===== config.mk =====
export PLATFORM = sky130hd
export DESIGN_NAME = psg_register_dump_encoder
export DESIGN_NICKNAME = d
export VERILOG_FILES = /design/src/design/pdenc_pkg.sv /design/src/design/psg_register_dump_encoder.sv /design/src/design/pdenc_front.sv /design/src/design/pdenc_queue.sv /design/src/design/pdenc_back.sv
export SDC_FILE = /design/constraint.sdc
export NUM_CORES = 1
export LEC_CHECK = 0
export BUFFER_PORTS_ARGS = -buffer_cell sky130_fd_sc_hd__buf_2
export CAP_MARGIN = 20
export CORE_MARGIN = 8
export CORE_UTILIZATION = 62
export DETAILED_ROUTE_END_ITERATION = 12
export PLACE_DENSITY = 0.92
export SETUP_SLACK_MARGIN = 0.02
export SYNTH_ARGS = -nofsm -noshare
export SYNTH_HDL_FRONTEND = slang
export SYNTH_HIERARCHICAL = 1
export SYNTH_SLANG_ARGS = --single-unit
export TNS_END_PERCENT = 20

===== constraint.sdc =====
create_clock -name clk -period 9.5 [get_ports clk]
set_clock_uncertainty 0.05 [all_clocks]
set_input_delay 1.425 -clock clk [delete_from_list [all_inputs] [get_ports clk]]
set_output_delay 1.425 -clock clk [all_outputs]
set_load 0.01 [all_outputs]

===== src/design/pdenc_pkg.sv =====
// shared types, constants and the divide-by-five step for the psg dump encoder
// no dependencies
package pdenc_pkg;

    localparam logic [7:0]  RegLimit       = 8'd18;
    localparam logic [31:0] PauseThreshold = 32'd10;
    localparam logic [7:0]  SelectReset    = 8'hFF;
    localparam logic [7:0]  IntrReset      = 8'hFF;
    localparam logic [7:0]  SkipReset      = 8'hFE;
    localparam int          QueueDepth     = 2;
    localparam int          DivSteps       = 4;

    typedef enum logic
    {
        CFG_INTERRUPT_MARKER = 1'b0,
        CFG_SKIP_MARKER      = 1'b1
    } cfg_index_t;

    typedef struct packed
    {
        logic        need_pause;
        logic [31:0] delta;
        logic [7:0]  reg_num;
        logic [7:0]  data;
    } cmd_t;

    typedef struct packed
    {
        logic empty;
        logic full;
    } qstat_t;

    typedef enum logic [2:0]
    {
        B_IDLE,
        B_DIV,
        B_SPLIT,
        B_SKIP,
        B_COUNT,
        B_INTR,
        B_REG,
        B_DATA
    } back_state_t;

    // eight quotient bits of a division by five, remainder carried in and out
    function automatic logic [10:0] div5_step(input logic [2:0] rem_in,
                                              input logic [7:0] bits);
        logic [3:0] r;
        logic [7:0] q;
        r = {1'b0, rem_in};
        q = '0;
        for (int i = 7; i >= 0; i--)
        begin
            r = {r[2:0], bits[i]};
            if (r >= 4'd5)
            begin
                r    = r - 4'd5;
                q[i] = 1'b1;
            end
        end
        return {r[2:0], q};
    endfunction

endpackage


===== src/design/psg_register_dump_encoder.sv =====
// top level of the psg register dump encoder: front, queue, back, config registers
// depends on pdenc_pkg, pdenc_front, pdenc_queue, pdenc_back
//
// channel   handshake              payload
// in        in_valid / in_stall    is_register_select, value, timestamp
// out       out_valid / out_stall  out_byte, last
// cfg       cfg_valid / cfg_ready  cfg_index, cfg_data
//
// a data write with a pause takes a pop, four 8-bit division steps by five
// and a split step before its output bytes; without a pause the pop leads straight to the bytes
// the front accepts while the two-entry queue has room; register selects take the same condition
// rst_n clears control state asynchronously; markers reset to 0xFF and 0xFE
// out_stall holds a valid output register and stops the sequencer from emitting
module psg_register_dump_encoder
(
    input  logic        clk,
    input  logic        rst_n,
    input  logic        in_valid,
    output logic        in_stall,
    input  logic        is_register_select,
    input  logic [7:0]  value,
    input  logic [31:0] timestamp,
    output logic        out_valid,
    input  logic        out_stall,
    output logic [7:0]  out_byte,
    output logic        last,
    input  logic        cfg_valid,
    output logic        cfg_ready,
    input  logic        cfg_index,
    input  logic [7:0]  cfg_data
);
    import pdenc_pkg::*;

    logic       push;
    logic       pop;
    cmd_t       push_cmd;
    cmd_t       head;
    qstat_t     qstat;
    logic [7:0] intr_reg;
    logic [7:0] skip_reg;

    assign cfg_ready = 1'b1;

    always_ff @(posedge clk or negedge rst_n)
    begin
        if (!rst_n)
        begin
            intr_reg <= IntrReset;
            skip_reg <= SkipReset;
        end
        else if (cfg_valid && cfg_ready)
        begin
            case (cfg_index_t'(cfg_index))
                CFG_INTERRUPT_MARKER: intr_reg <= cfg_data;
                CFG_SKIP_MARKER:      skip_reg <= cfg_data;
                default:              intr_reg <= intr_reg;
            endcase
        end
    end

    pdenc_front u_front
    (
        .clk                (clk),
        .rst_n              (rst_n),
        .in_valid           (in_valid),
        .in_stall           (in_stall),
        .is_register_select (is_register_select),
        .value              (value),
        .timestamp          (timestamp),
        .qstat              (qstat),
        .push               (push),
        .cmd                (push_cmd)
    );

    pdenc_queue u_queue
    (
        .clk      (clk),
        .rst_n    (rst_n),
        .push     (push),
        .push_cmd (push_cmd),
        .pop      (pop),
        .head     (head),
        .qstat    (qstat)
    );

    pdenc_back u_back
    (
        .clk              (clk),
        .rst_n            (rst_n),
        .head             (head),
        .qstat            (qstat),
        .pop              (pop),
        .interrupt_marker (intr_reg),
        .skip_marker      (skip_reg),
        .out_valid        (out_valid),
        .out_stall        (out_stall),
        .out_byte         (out_byte),
        .last             (last)
    );

    a_no_push_when_full: assert property (@(posedge clk) disable iff (!rst_n)
        !(push && qstat.full))
        else $error("request pushed into full queue");

    a_push_reg_in_range: assert property (@(posedge clk) disable iff (!rst_n)
        push |-> (push_cmd.reg_num < RegLimit))
        else $error("request queued for out-of-range register");

    a_full_after_push: assert property (@(posedge clk) disable iff (!rst_n)
        $rose(qstat.full) |-> $past(push))
        else $error("queue filled without a push");

    a_pop_not_empty: assert property (@(posedge clk) disable iff (!rst_n)
        pop |-> !qstat.empty)
        else $error("pop from empty queue");

endmodule


===== src/design/pdenc_front.sv =====
// front part: takes requests, keeps reference time and selected register
// depends on pdenc_pkg
module pdenc_front
(
    input  logic                  clk,
    input  logic                  rst_n,
    input  logic                  in_valid,
    output logic                  in_stall,
    input  logic                  is_register_select,
    input  logic [7:0]            value,
    input  logic [31:0]           timestamp,
    input  pdenc_pkg::qstat_t     qstat,
    output logic                  push,
    output pdenc_pkg::cmd_t       cmd
);
    import pdenc_pkg::*;

    logic        have_ref_reg, have_ref_next;
    logic [31:0] ref_time_reg, ref_time_next;
    logic [7:0]  sel_reg, sel_next;
    logic [31:0] ref_eff;
    logic [31:0] delta;
    logic        accept;
    logic        need;

    assign in_stall = qstat.full;
    assign accept   = in_valid && !qstat.full;
    assign ref_eff  = have_ref_reg ? ref_time_reg : timestamp;
    assign delta    = timestamp - ref_eff;
    assign need     = delta > PauseThreshold;
    assign push     = accept && !is_register_select && (sel_reg < RegLimit);

    always_comb
    begin
        cmd.need_pause = need;
        cmd.delta      = delta;
        cmd.reg_num    = sel_reg;
        cmd.data       = value;
    end

    always_comb
    begin
        have_ref_next = have_ref_reg;
        ref_time_next = ref_time_reg;
        sel_next      = sel_reg;
        if (accept)
        begin
            have_ref_next = 1'b1;
            ref_time_next = ref_eff;
            if (is_register_select)
                sel_next = value;
            else if (push && need)
                ref_time_next = timestamp;
        end
    end

    always_ff @(posedge clk or negedge rst_n)
    begin
        if (!rst_n)
        begin
            have_ref_reg <= 1'b0;
            ref_time_reg <= '0;
            sel_reg      <= SelectReset;
        end
        else
        begin
            have_ref_reg <= have_ref_next;
            ref_time_reg <= ref_time_next;
            sel_reg      <= sel_next;
        end
    end

endmodule


===== src/design/pdenc_queue.sv =====
// two-entry command queue between front and back parts
// depends on pdenc_pkg
module pdenc_queue
(
    input  logic              clk,
    input  logic              rst_n,
    input  logic              push,
    input  pdenc_pkg::cmd_t   push_cmd,
    input  logic              pop,
    output pdenc_pkg::cmd_t   head,
    output pdenc_pkg::qstat_t qstat
);
    import pdenc_pkg::*;

    cmd_t       mem [QueueDepth];
    logic       wr_ptr_reg, wr_ptr_next;
    logic       rd_ptr_reg, rd_ptr_next;
    logic [1:0] count_reg, count_next;

    assign head        = mem[rd_ptr_reg];
    assign qstat.empty = (count_reg == 2'd0);
    assign qstat.full  = (count_reg == 2'(QueueDepth));

    always_comb
    begin
        wr_ptr_next = wr_ptr_reg + 1'b1;
        rd_ptr_next = rd_ptr_reg + 1'b1;
        count_next  = count_reg;
        if (!push)
            wr_ptr_next = wr_ptr_reg;
        if (!pop)
            rd_ptr_next = rd_ptr_reg;
        if (push && !pop)
            count_next = count_reg + 2'd1;
        else if (pop && !push)
            count_next = count_reg - 2'd1;
    end

    always_ff @(posedge clk)
    begin
        if (push)
            mem[wr_ptr_reg] <= push_cmd;
    end

    always_ff @(posedge clk or negedge rst_n)
    begin
        if (!rst_n)
        begin
            wr_ptr_reg <= 1'b0;
            rd_ptr_reg <= 1'b0;
            count_reg  <= '0;
        end
        else
        begin
            wr_ptr_reg <= wr_ptr_next;
            rd_ptr_reg <= rd_ptr_next;
            count_reg  <= count_next;
        end
    end

endmodule


===== src/design/pdenc_back.sv =====
// back part: pause division by twenty and byte sequencer with output register
// depends on pdenc_pkg
module pdenc_back
(
    input  logic              clk,
    input  logic              rst_n,
    input  pdenc_pkg::cmd_t   head,
    input  pdenc_pkg::qstat_t qstat,
    output logic              pop,
    input  logic [7:0]        interrupt_marker,
    input  logic [7:0]        skip_marker,
    output logic              out_valid,
    input  logic              out_stall,
    output logic [7:0]        out_byte,
    output logic              last
);
    import pdenc_pkg::*;

    back_state_t state_reg, state_next;
    logic [31:0] div_reg, div_next;
    logic [31:0] quo_reg, quo_next;
    logic [2:0]  rem_reg, rem_next;
    logic [3:0]  low_reg, low_next;
    logic [1:0]  step_reg, step_next;
    logic [1:0]  rest_reg, rest_next;
    logic [7:0]  reg_num_reg, reg_num_next;
    logic [7:0]  data_reg, data_next;
    logic        out_valid_reg, out_valid_next;
    logic [7:0]  out_byte_reg, out_byte_next;
    logic        last_reg, last_next;

    logic [32:0] sum;
    logic [10:0] step_res;
    logic [6:0]  rem80;
    logic [1:0]  rest_calc;
    logic        emit_valid;
    logic [7:0]  emit_byte;
    logic        emit_last;
    logic        adv;

    assign sum      = {1'b0, head.delta} + {1'b0, PauseThreshold};
    assign step_res = div5_step(rem_reg, div_reg[31:24]);
    assign rem80    = {rem_reg, 4'b0000} + {3'b000, low_reg};
    assign rest_calc = (rem80 >= 7'd60) ? 2'd3 :
                       (rem80 >= 7'd40) ? 2'd2 :
                       (rem80 >= 7'd20) ? 2'd1 : 2'd0;
    assign pop = (state_reg == B_IDLE) && !qstat.empty;
    assign adv = emit_valid && (!out_valid_reg || !out_stall);

    // output decode
    always_comb
    begin
        emit_valid = 1'b1;
        emit_byte  = data_reg;
        emit_last  = 1'b0;
        case (state_reg)
            B_SKIP:  emit_byte = skip_marker;
            B_COUNT: emit_byte = quo_reg[7:0];
            B_INTR:  emit_byte = interrupt_marker;
            B_REG:   emit_byte = reg_num_reg;
            B_DATA:  emit_last = 1'b1;
            default: emit_valid = 1'b0;
        endcase
    end

    // next state
    always_comb
    begin
        state_next = state_reg;
        case (state_reg)
            B_IDLE:
                if (pop)
                    state_next = head.need_pause ? B_DIV : B_REG;
            B_DIV:
                if (step_reg == 2'(DivSteps - 1))
                    state_next = B_SPLIT;
            B_SPLIT:
                state_next = (quo_reg == '0) ? B_INTR : B_SKIP;
            B_SKIP:
                if (adv)
                    state_next = B_COUNT;
            B_COUNT:
                if (adv)
                    state_next = (rest_reg == 2'd0) ? B_REG : B_INTR;
            B_INTR:
                if (adv && rest_reg == 2'd1)
                    state_next = B_REG;
            B_REG:
                if (adv)
                    state_next = B_DATA;
            B_DATA:
                if (adv)
                    state_next = B_IDLE;
            default:
                state_next = B_IDLE;
        endcase
    end

    // datapath
    always_comb
    begin
        div_next     = div_reg;
        quo_next     = quo_reg;
        rem_next     = rem_reg;
        low_next     = low_reg;
        step_next    = step_reg;
        rest_next    = rest_reg;
        reg_num_next = reg_num_reg;
        data_next    = data_reg;
        case (state_reg)
            B_IDLE:
                if (pop)
                begin
                    div_next     = {3'b000, sum[32:4]};
                    low_next     = sum[3:0];
                    quo_next     = '0;
                    rem_next     = '0;
                    step_next    = '0;
                    reg_num_next = head.reg_num;
                    data_next    = head.data;
                end
            B_DIV:
            begin
                div_next  = {div_reg[23:0], 8'h00};
                quo_next  = {quo_reg[23:0], step_res[7:0]};
                rem_next  = step_res[10:8];
                step_next = step_reg + 2'd1;
            end
            B_SPLIT:
                rest_next = rest_calc;
            B_INTR:
                if (adv)
                    rest_next = rest_reg - 2'd1;
            default:
                rest_next = rest_reg;
        endcase
    end

    always_comb
    begin
        out_valid_next = out_valid_reg;
        out_byte_next  = out_byte_reg;
        last_next      = last_reg;
        if (adv)
        begin
            out_valid_next = 1'b1;
            out_byte_next  = emit_byte;
            last_next      = emit_last;
        end
        else if (!out_stall)
            out_valid_next = 1'b0;
    end

    always_ff @(posedge clk)
    begin
        div_reg      <= div_next;
        quo_reg      <= quo_next;
        rem_reg      <= rem_next;
        low_reg      <= low_next;
        step_reg     <= step_next;
        rest_reg     <= rest_next;
        reg_num_reg  <= reg_num_next;
        data_reg     <= data_next;
        out_byte_reg <= out_byte_next;
        last_reg     <= last_next;
    end

    always_ff @(posedge clk or negedge rst_n)
    begin
        if (!rst_n)
        begin
            state_reg     <= B_IDLE;
            out_valid_reg <= 1'b0;
        end
        else
        begin
            state_reg     <= state_next;
            out_valid_reg <= out_valid_next;
        end
    end

    assign out_valid = out_valid_reg;
    assign out_byte  = out_byte_reg;
    assign last      = last_reg;

endmodule


# --- Word level (Yosys, flattened, before mapping) ---
# Memory sizes are Yosys's and may differ from the RTL's.
# Cells that the tools add are included.
op_classes:
  n_addsub: 17
  magnitude_cmp: 13
  n_eq_ne: 19
  n_mux: 52
  bitwise_logic: 1
  n_reduce_logical: 32
ops:
  columns: ["cell", "n"]
  rows:
  - ["two-way mux 32 bit", 5]
  - ["case mux 32 bit (2 select lines)", 2]
  - ["two-way mux 3 bit", 18]
  - ["adder 32 x 4 -> 33 bit, second input constant", 1]
  - [">= comparator 4 x 3 -> 1 bit, second input constant", 8]
  - ["greater-than comparator 32 x 4 -> 1 bit, second input constant", 1]
  - ["logical NOT 32 bit", 1]
  - ["case mux 8 bit (4 select lines)", 1]
  - ["subtractor 32 bit", 1]
  - ["case mux 3 bit (8 select lines)", 1]
  - ["subtractor 3 bit, second input constant", 8]
  - ["inequality test 2 x 1 -> 1 bit, second input constant", 8]
  - ["two-way mux 1 bit", 15]
  - [">= comparator 7 x 6 -> 1 bit, second input constant", 2]
  - ["two-way mux 2 bit", 7]
  - ["equality test 3 bit, second input constant", 4]
  - ["AND reduction 2 bit", 6]
  - ["logical AND 1 bit", 9]
  - ["less-than comparator 8 x 5 -> 1 bit, second input constant", 1]
  - ["case mux 2 bit (2 select lines)", 2]
  - ["adder 7 x 4 -> 7 bit", 1]
  - [">= comparator 7 x 5 -> 1 bit, second input constant", 1]
  - ["logical NOT 1 bit", 7]
  - ["AND reduction 7 bit", 1]
  - ["other kinds (15)", 23]
totals:
  ff_bits: 165
  ramBits: 98
  in_bits: 55
  output_inout_bits: 12
  wordCells: 155
  n_memories: 1
mem_list:
  columns: ["memory", "words", "word_bits", "rd", "rd_clocked_by_memory_dff", "write_ports", "line", "rtl"]
  rows:
  - ["u_queue.mem", 2, 49, 1, 0, 1, "pdenc_queue.sv:15", "cmd_t mem [QueueDepth];"]

# --- Depth between registers and ports, before layout ---
depth:
  word_depth: 17
  depth_mapped: 46
  mapped_depth_nobuf: 46

# --- By module ---
# The synthesis kept the hierarchy.
modules_own_cells:
  columns: ["mod", "n_inst", "cells_each", "area_each_um2", "seq_area_each_um2"]
  rows:
  - ["pdenc_back", 1, 513, 5741.8, 3042.9]
  - ["pdenc_front", 1, 482, 4346.7, 1036.0]
  - ["pdenc_queue", 1, 169, 3976.3, 3042.9]
  - ["psg_register_dump_encoder", 1, 37, 671.9, 419.2]

# --- Worst setup path after synthesis ---
# No wires, ideal clock.
synth_path:
  path_kind: "register to register"
  from: "register u_back.rem_reg[0]"
  to: "register u_back.rem_reg[1] (data pin)"
  setup_time_ns: 0.260
  arrival_ns: 8.418
  t_required_ns: 9.190
  slack_ns: 0.771
  stages_incl_launch_ff: 45
  path_buffers: 0
  period_less_slack_ns: 8.729
  cell_sequence: "edfxtp_1 -> inv_1 -> ha_1 -> nand2b_2 -> a21oi_1 -> xnor2_1 -> ha_1 -> inv_1 -> nor2_1 -> o31ai_2 -> xnor2_1 -> ha_1 -> nor2b_1 -> nor2_1 -> o32ai_1 -> o22ai_2 -> xnor2_1 -> ha_1 -> [9 not listed] -> o311a_1 -> nor3_1 -> or2_2 -> ha_1 -> nand2b_1 -> inv_1 -> o311a_1 -> xnor2_2 -> ha_1 -> nor2b_1 -> nor2_1 -> or4_1 -> o211a_2 -> xnor2_1 -> ha_1 -> nand2b_1 -> a21oi_2 -> mux2_4"
synth_via:
  elab_chain_len: 17
  word_cells_on_any_way: 25
  classes_between: "8 x add/sub; 8 x order compare; 9 x mux"
synth_lines:
  columns: ["element", "line", "rtl"]
  rows:
  - ["start: declaration", "pdenc_back.sv:22", "logic [2:0] rem_reg, rem_next;"]
  - ["start signal: assignment", "pdenc_back.sv:158", "rem_reg <= rem_next;"]
  - [">= comparator 4 x 3 -> 1 bit / subtractor 3 bit (equally long branches)", "pdenc_pkg.sv:55, pdenc_pkg.sv:57", null]
  - ["two-way mux 3 bit (*)", "pdenc_pkg.sv:55", "if (r >= 4'd5)"]
  - [">= comparator 4 x 3 -> 1 bit / subtractor 3 bit (equally long branches)", "pdenc_pkg.sv:55, pdenc_pkg.sv:57", null]
  - ["two-way mux 3 bit (*)", "pdenc_pkg.sv:55", null]
  - [">= comparator 4 x 3 -> 1 bit / subtractor 3 bit (equally long branches)", "pdenc_pkg.sv:55, pdenc_pkg.sv:57", null]
  - ["two-way mux 3 bit (*)", "pdenc_pkg.sv:55", null]
  - [">= comparator 4 x 3 -> 1 bit / subtractor 3 bit (equally long branches)", "pdenc_pkg.sv:55, pdenc_pkg.sv:57", null]
  - ["two-way mux 3 bit (*)", "pdenc_pkg.sv:55", null]
  - [">= comparator 4 x 3 -> 1 bit / subtractor 3 bit (equally long branches)", "pdenc_pkg.sv:55, pdenc_pkg.sv:57", null]
  - ["two-way mux 3 bit (*)", "pdenc_pkg.sv:55", null]
  - [">= comparator 4 x 3 -> 1 bit / subtractor 3 bit (equally long branches)", "pdenc_pkg.sv:55, pdenc_pkg.sv:57", null]
  - ["two-way mux 3 bit (*)", "pdenc_pkg.sv:55", null]
  - [">= comparator 4 x 3 -> 1 bit / subtractor 3 bit (equally long branches)", "pdenc_pkg.sv:55, pdenc_pkg.sv:57", null]
  - ["two-way mux 3 bit (*)", "pdenc_pkg.sv:55", null]
  - [">= comparator 4 x 3 -> 1 bit / subtractor 3 bit (equally long branches)", "pdenc_pkg.sv:55, pdenc_pkg.sv:57", null]
  - ["two-way mux 3 bit (*)", "pdenc_pkg.sv:55", null]
  - ["case mux 3 bit (2 select lines) (*)", "pdenc_back.sv:110", "case (state_reg)"]
# Every way passes the cells marked *; elsewhere a longest branch is shown, timed or not.
# A chain may end at the register's enable or synchronous reset.

# --- Final worst setup path ---
# Same ends and word-level chain as after synthesis.

==> reports/results.ini <==
[sta]
final-hold-violation-count=0
fin_crit_sh_pct=97.2
min_period_ps=9230
holdWs_ps=449
slew_violations=0
max_freq_ghz=0.108
slew_headroom_pct=36.4
worst_slack_ps=268
finalSetupViolations=0
setup_tns_ps=0
worst_pin_slew_ps=954

[floorplanning]
rows=56
core_area_um2=23300
initial_core_util_pct=62.8
die_y_um=170
dieArea_um2=28800
die_w_um=170
io_pins=67

[drt]
drt-pass1-iter-count=7
routed_wl_um=33500
wl_per_cell_um=21.1
via_count=10200
wl_met3_um=2020
drc=0
wl_met1_um=13000
top_layer=met4
wl_met2_um=17000
drt_iter0_drc=1031
via_per_inst=6.41
ant_nets=0

[final_layout]
mostFrequentLayoutCell=edfxtp_1
synthToLayoutAreaGrowth_pct=11.1
layout_common_cells=edfxtp_1 (194), nand2_1 (92), mux2_4 (90), nor2_1 (72), buf_2 (65)
max_flop_register=u_queue/mem
drive_above_1_share_pct=24.8
largest_reg_flops=96
final_nets=1358
diodes=0

[worst_setup_path]
critPathBufInv=6
cpMaxStageDelayCell=or4_1
cp-start-kind=register
arrival_ps=9470
crit_fanout=6
cpPeakStageDelay_ps=430
cp.required_ps=9730
cp-end-kind=register
crit_family=simple AND/OR/NAND/NOR gates
critPathKind=register to register
worst_path_most_repeated_cell=ha_1

[cts]
cts_buffers=27
tritoncts=built
clk_latency_ps=540
htreeDepth=1
clkTransAtPathRegs_ps=60
clock_path_buffers=3
clockRootBuffer=clkbuf_16
clkSinkCount=259

[synthesis]
syn-num-nets=1306
syn_area_per_cell_um2=12.2
synth_area_um2=14700
synthCells=1198
yosys_warnings=6

[place]
port_buffers=65
dp_hpwl_um=21300
place_congestion=0.888
pre_cts_slack_ps=-654

[global_route]
grt_max_degree=70
grt_first_pass_wirelength_um=52500
track_usage_pct=22.4
overflow=0
grt_antenna_before_repair=0
grt_pass1_vias=10200

[pwr]
ir_drop_mv=0.341
cellLeakagePower_uw=0.00666
power.total_uw=6740
power.density_nw_per_um2=414

[hold_path]
min_path_type=register to register

[run]
max-cap-violations=0

[status]
outcome=finished, final reports clean

## layer usage
metal | GRT usage (%) | vias to the layer above
met2 | 40.5 | 525
met5 | 0 | -
li1 | - | 4582
met3 | 3.07 | 134
met4 | 8.93 | 0
met1 | 26.6 | 4950
## metrics by stage
stage | area [um^2] | utilization [%] | cells
2_1_floorplan | 14700 | - | 1198
4_1_cts | 16000 | 68.8 | 1580
5_1_grt | 16300 | 69.8 | 1590
3_3_place_gp | 15100 | 64.5 | 1526
6_report | 16300 | 69.8 | 1590
3_5_place_dp | 15100 | 64.5 | 1526
## worst paths after layout
path	start	to	slack, ps	cells after the start
setup / recovery	u_back/rem_reg[0]	u_back/rem_reg[1]	270	46
hold / removal	u_front/ref_time_reg[2]	u_front/ref_time_reg[2]	450	1
setup reg to reg	u_back/rem_reg[0]	u_back/rem_reg[1]	270	46
hold reg to reg	u_front/ref_time_reg[2]	u_front/ref_time_reg[2]	450	1
max in group asynchronous	rst_n	u_queue/rd_ptr_reg	7740	2
min in group asynchronous	rst_n	u_front/ref_time_reg[6]	1020	2
## area by class of cell
type                            instances  area [um^2]
Clock buffer                           42          795
Multi-Input combinational cell        844         6860
Timing Repair Buffer                   88          523
Inverter                               30          113
Fill cell                            1414         7050
Clock inverter                          8          108
Sequential cell                       259         7480
Tap cell                              319          399
## power breakdown
group / leakage (uW) / internal [uW] / switching, uW
Combinational: 0.00369 / 1690 / 2090
Sequential: 0.00254 / 1690 / 198
Clock: 0.000430 / 633 / 435
## what timing repair did
action,in CTS,in global routing
buffers inserted,4,7
endpoints found under the setup margin,4,4
gates resized for setup,12,23
cloned,0,0
hold buffers,0,0
pin swaps,4,12
Power figures use the tool's default switching activity.
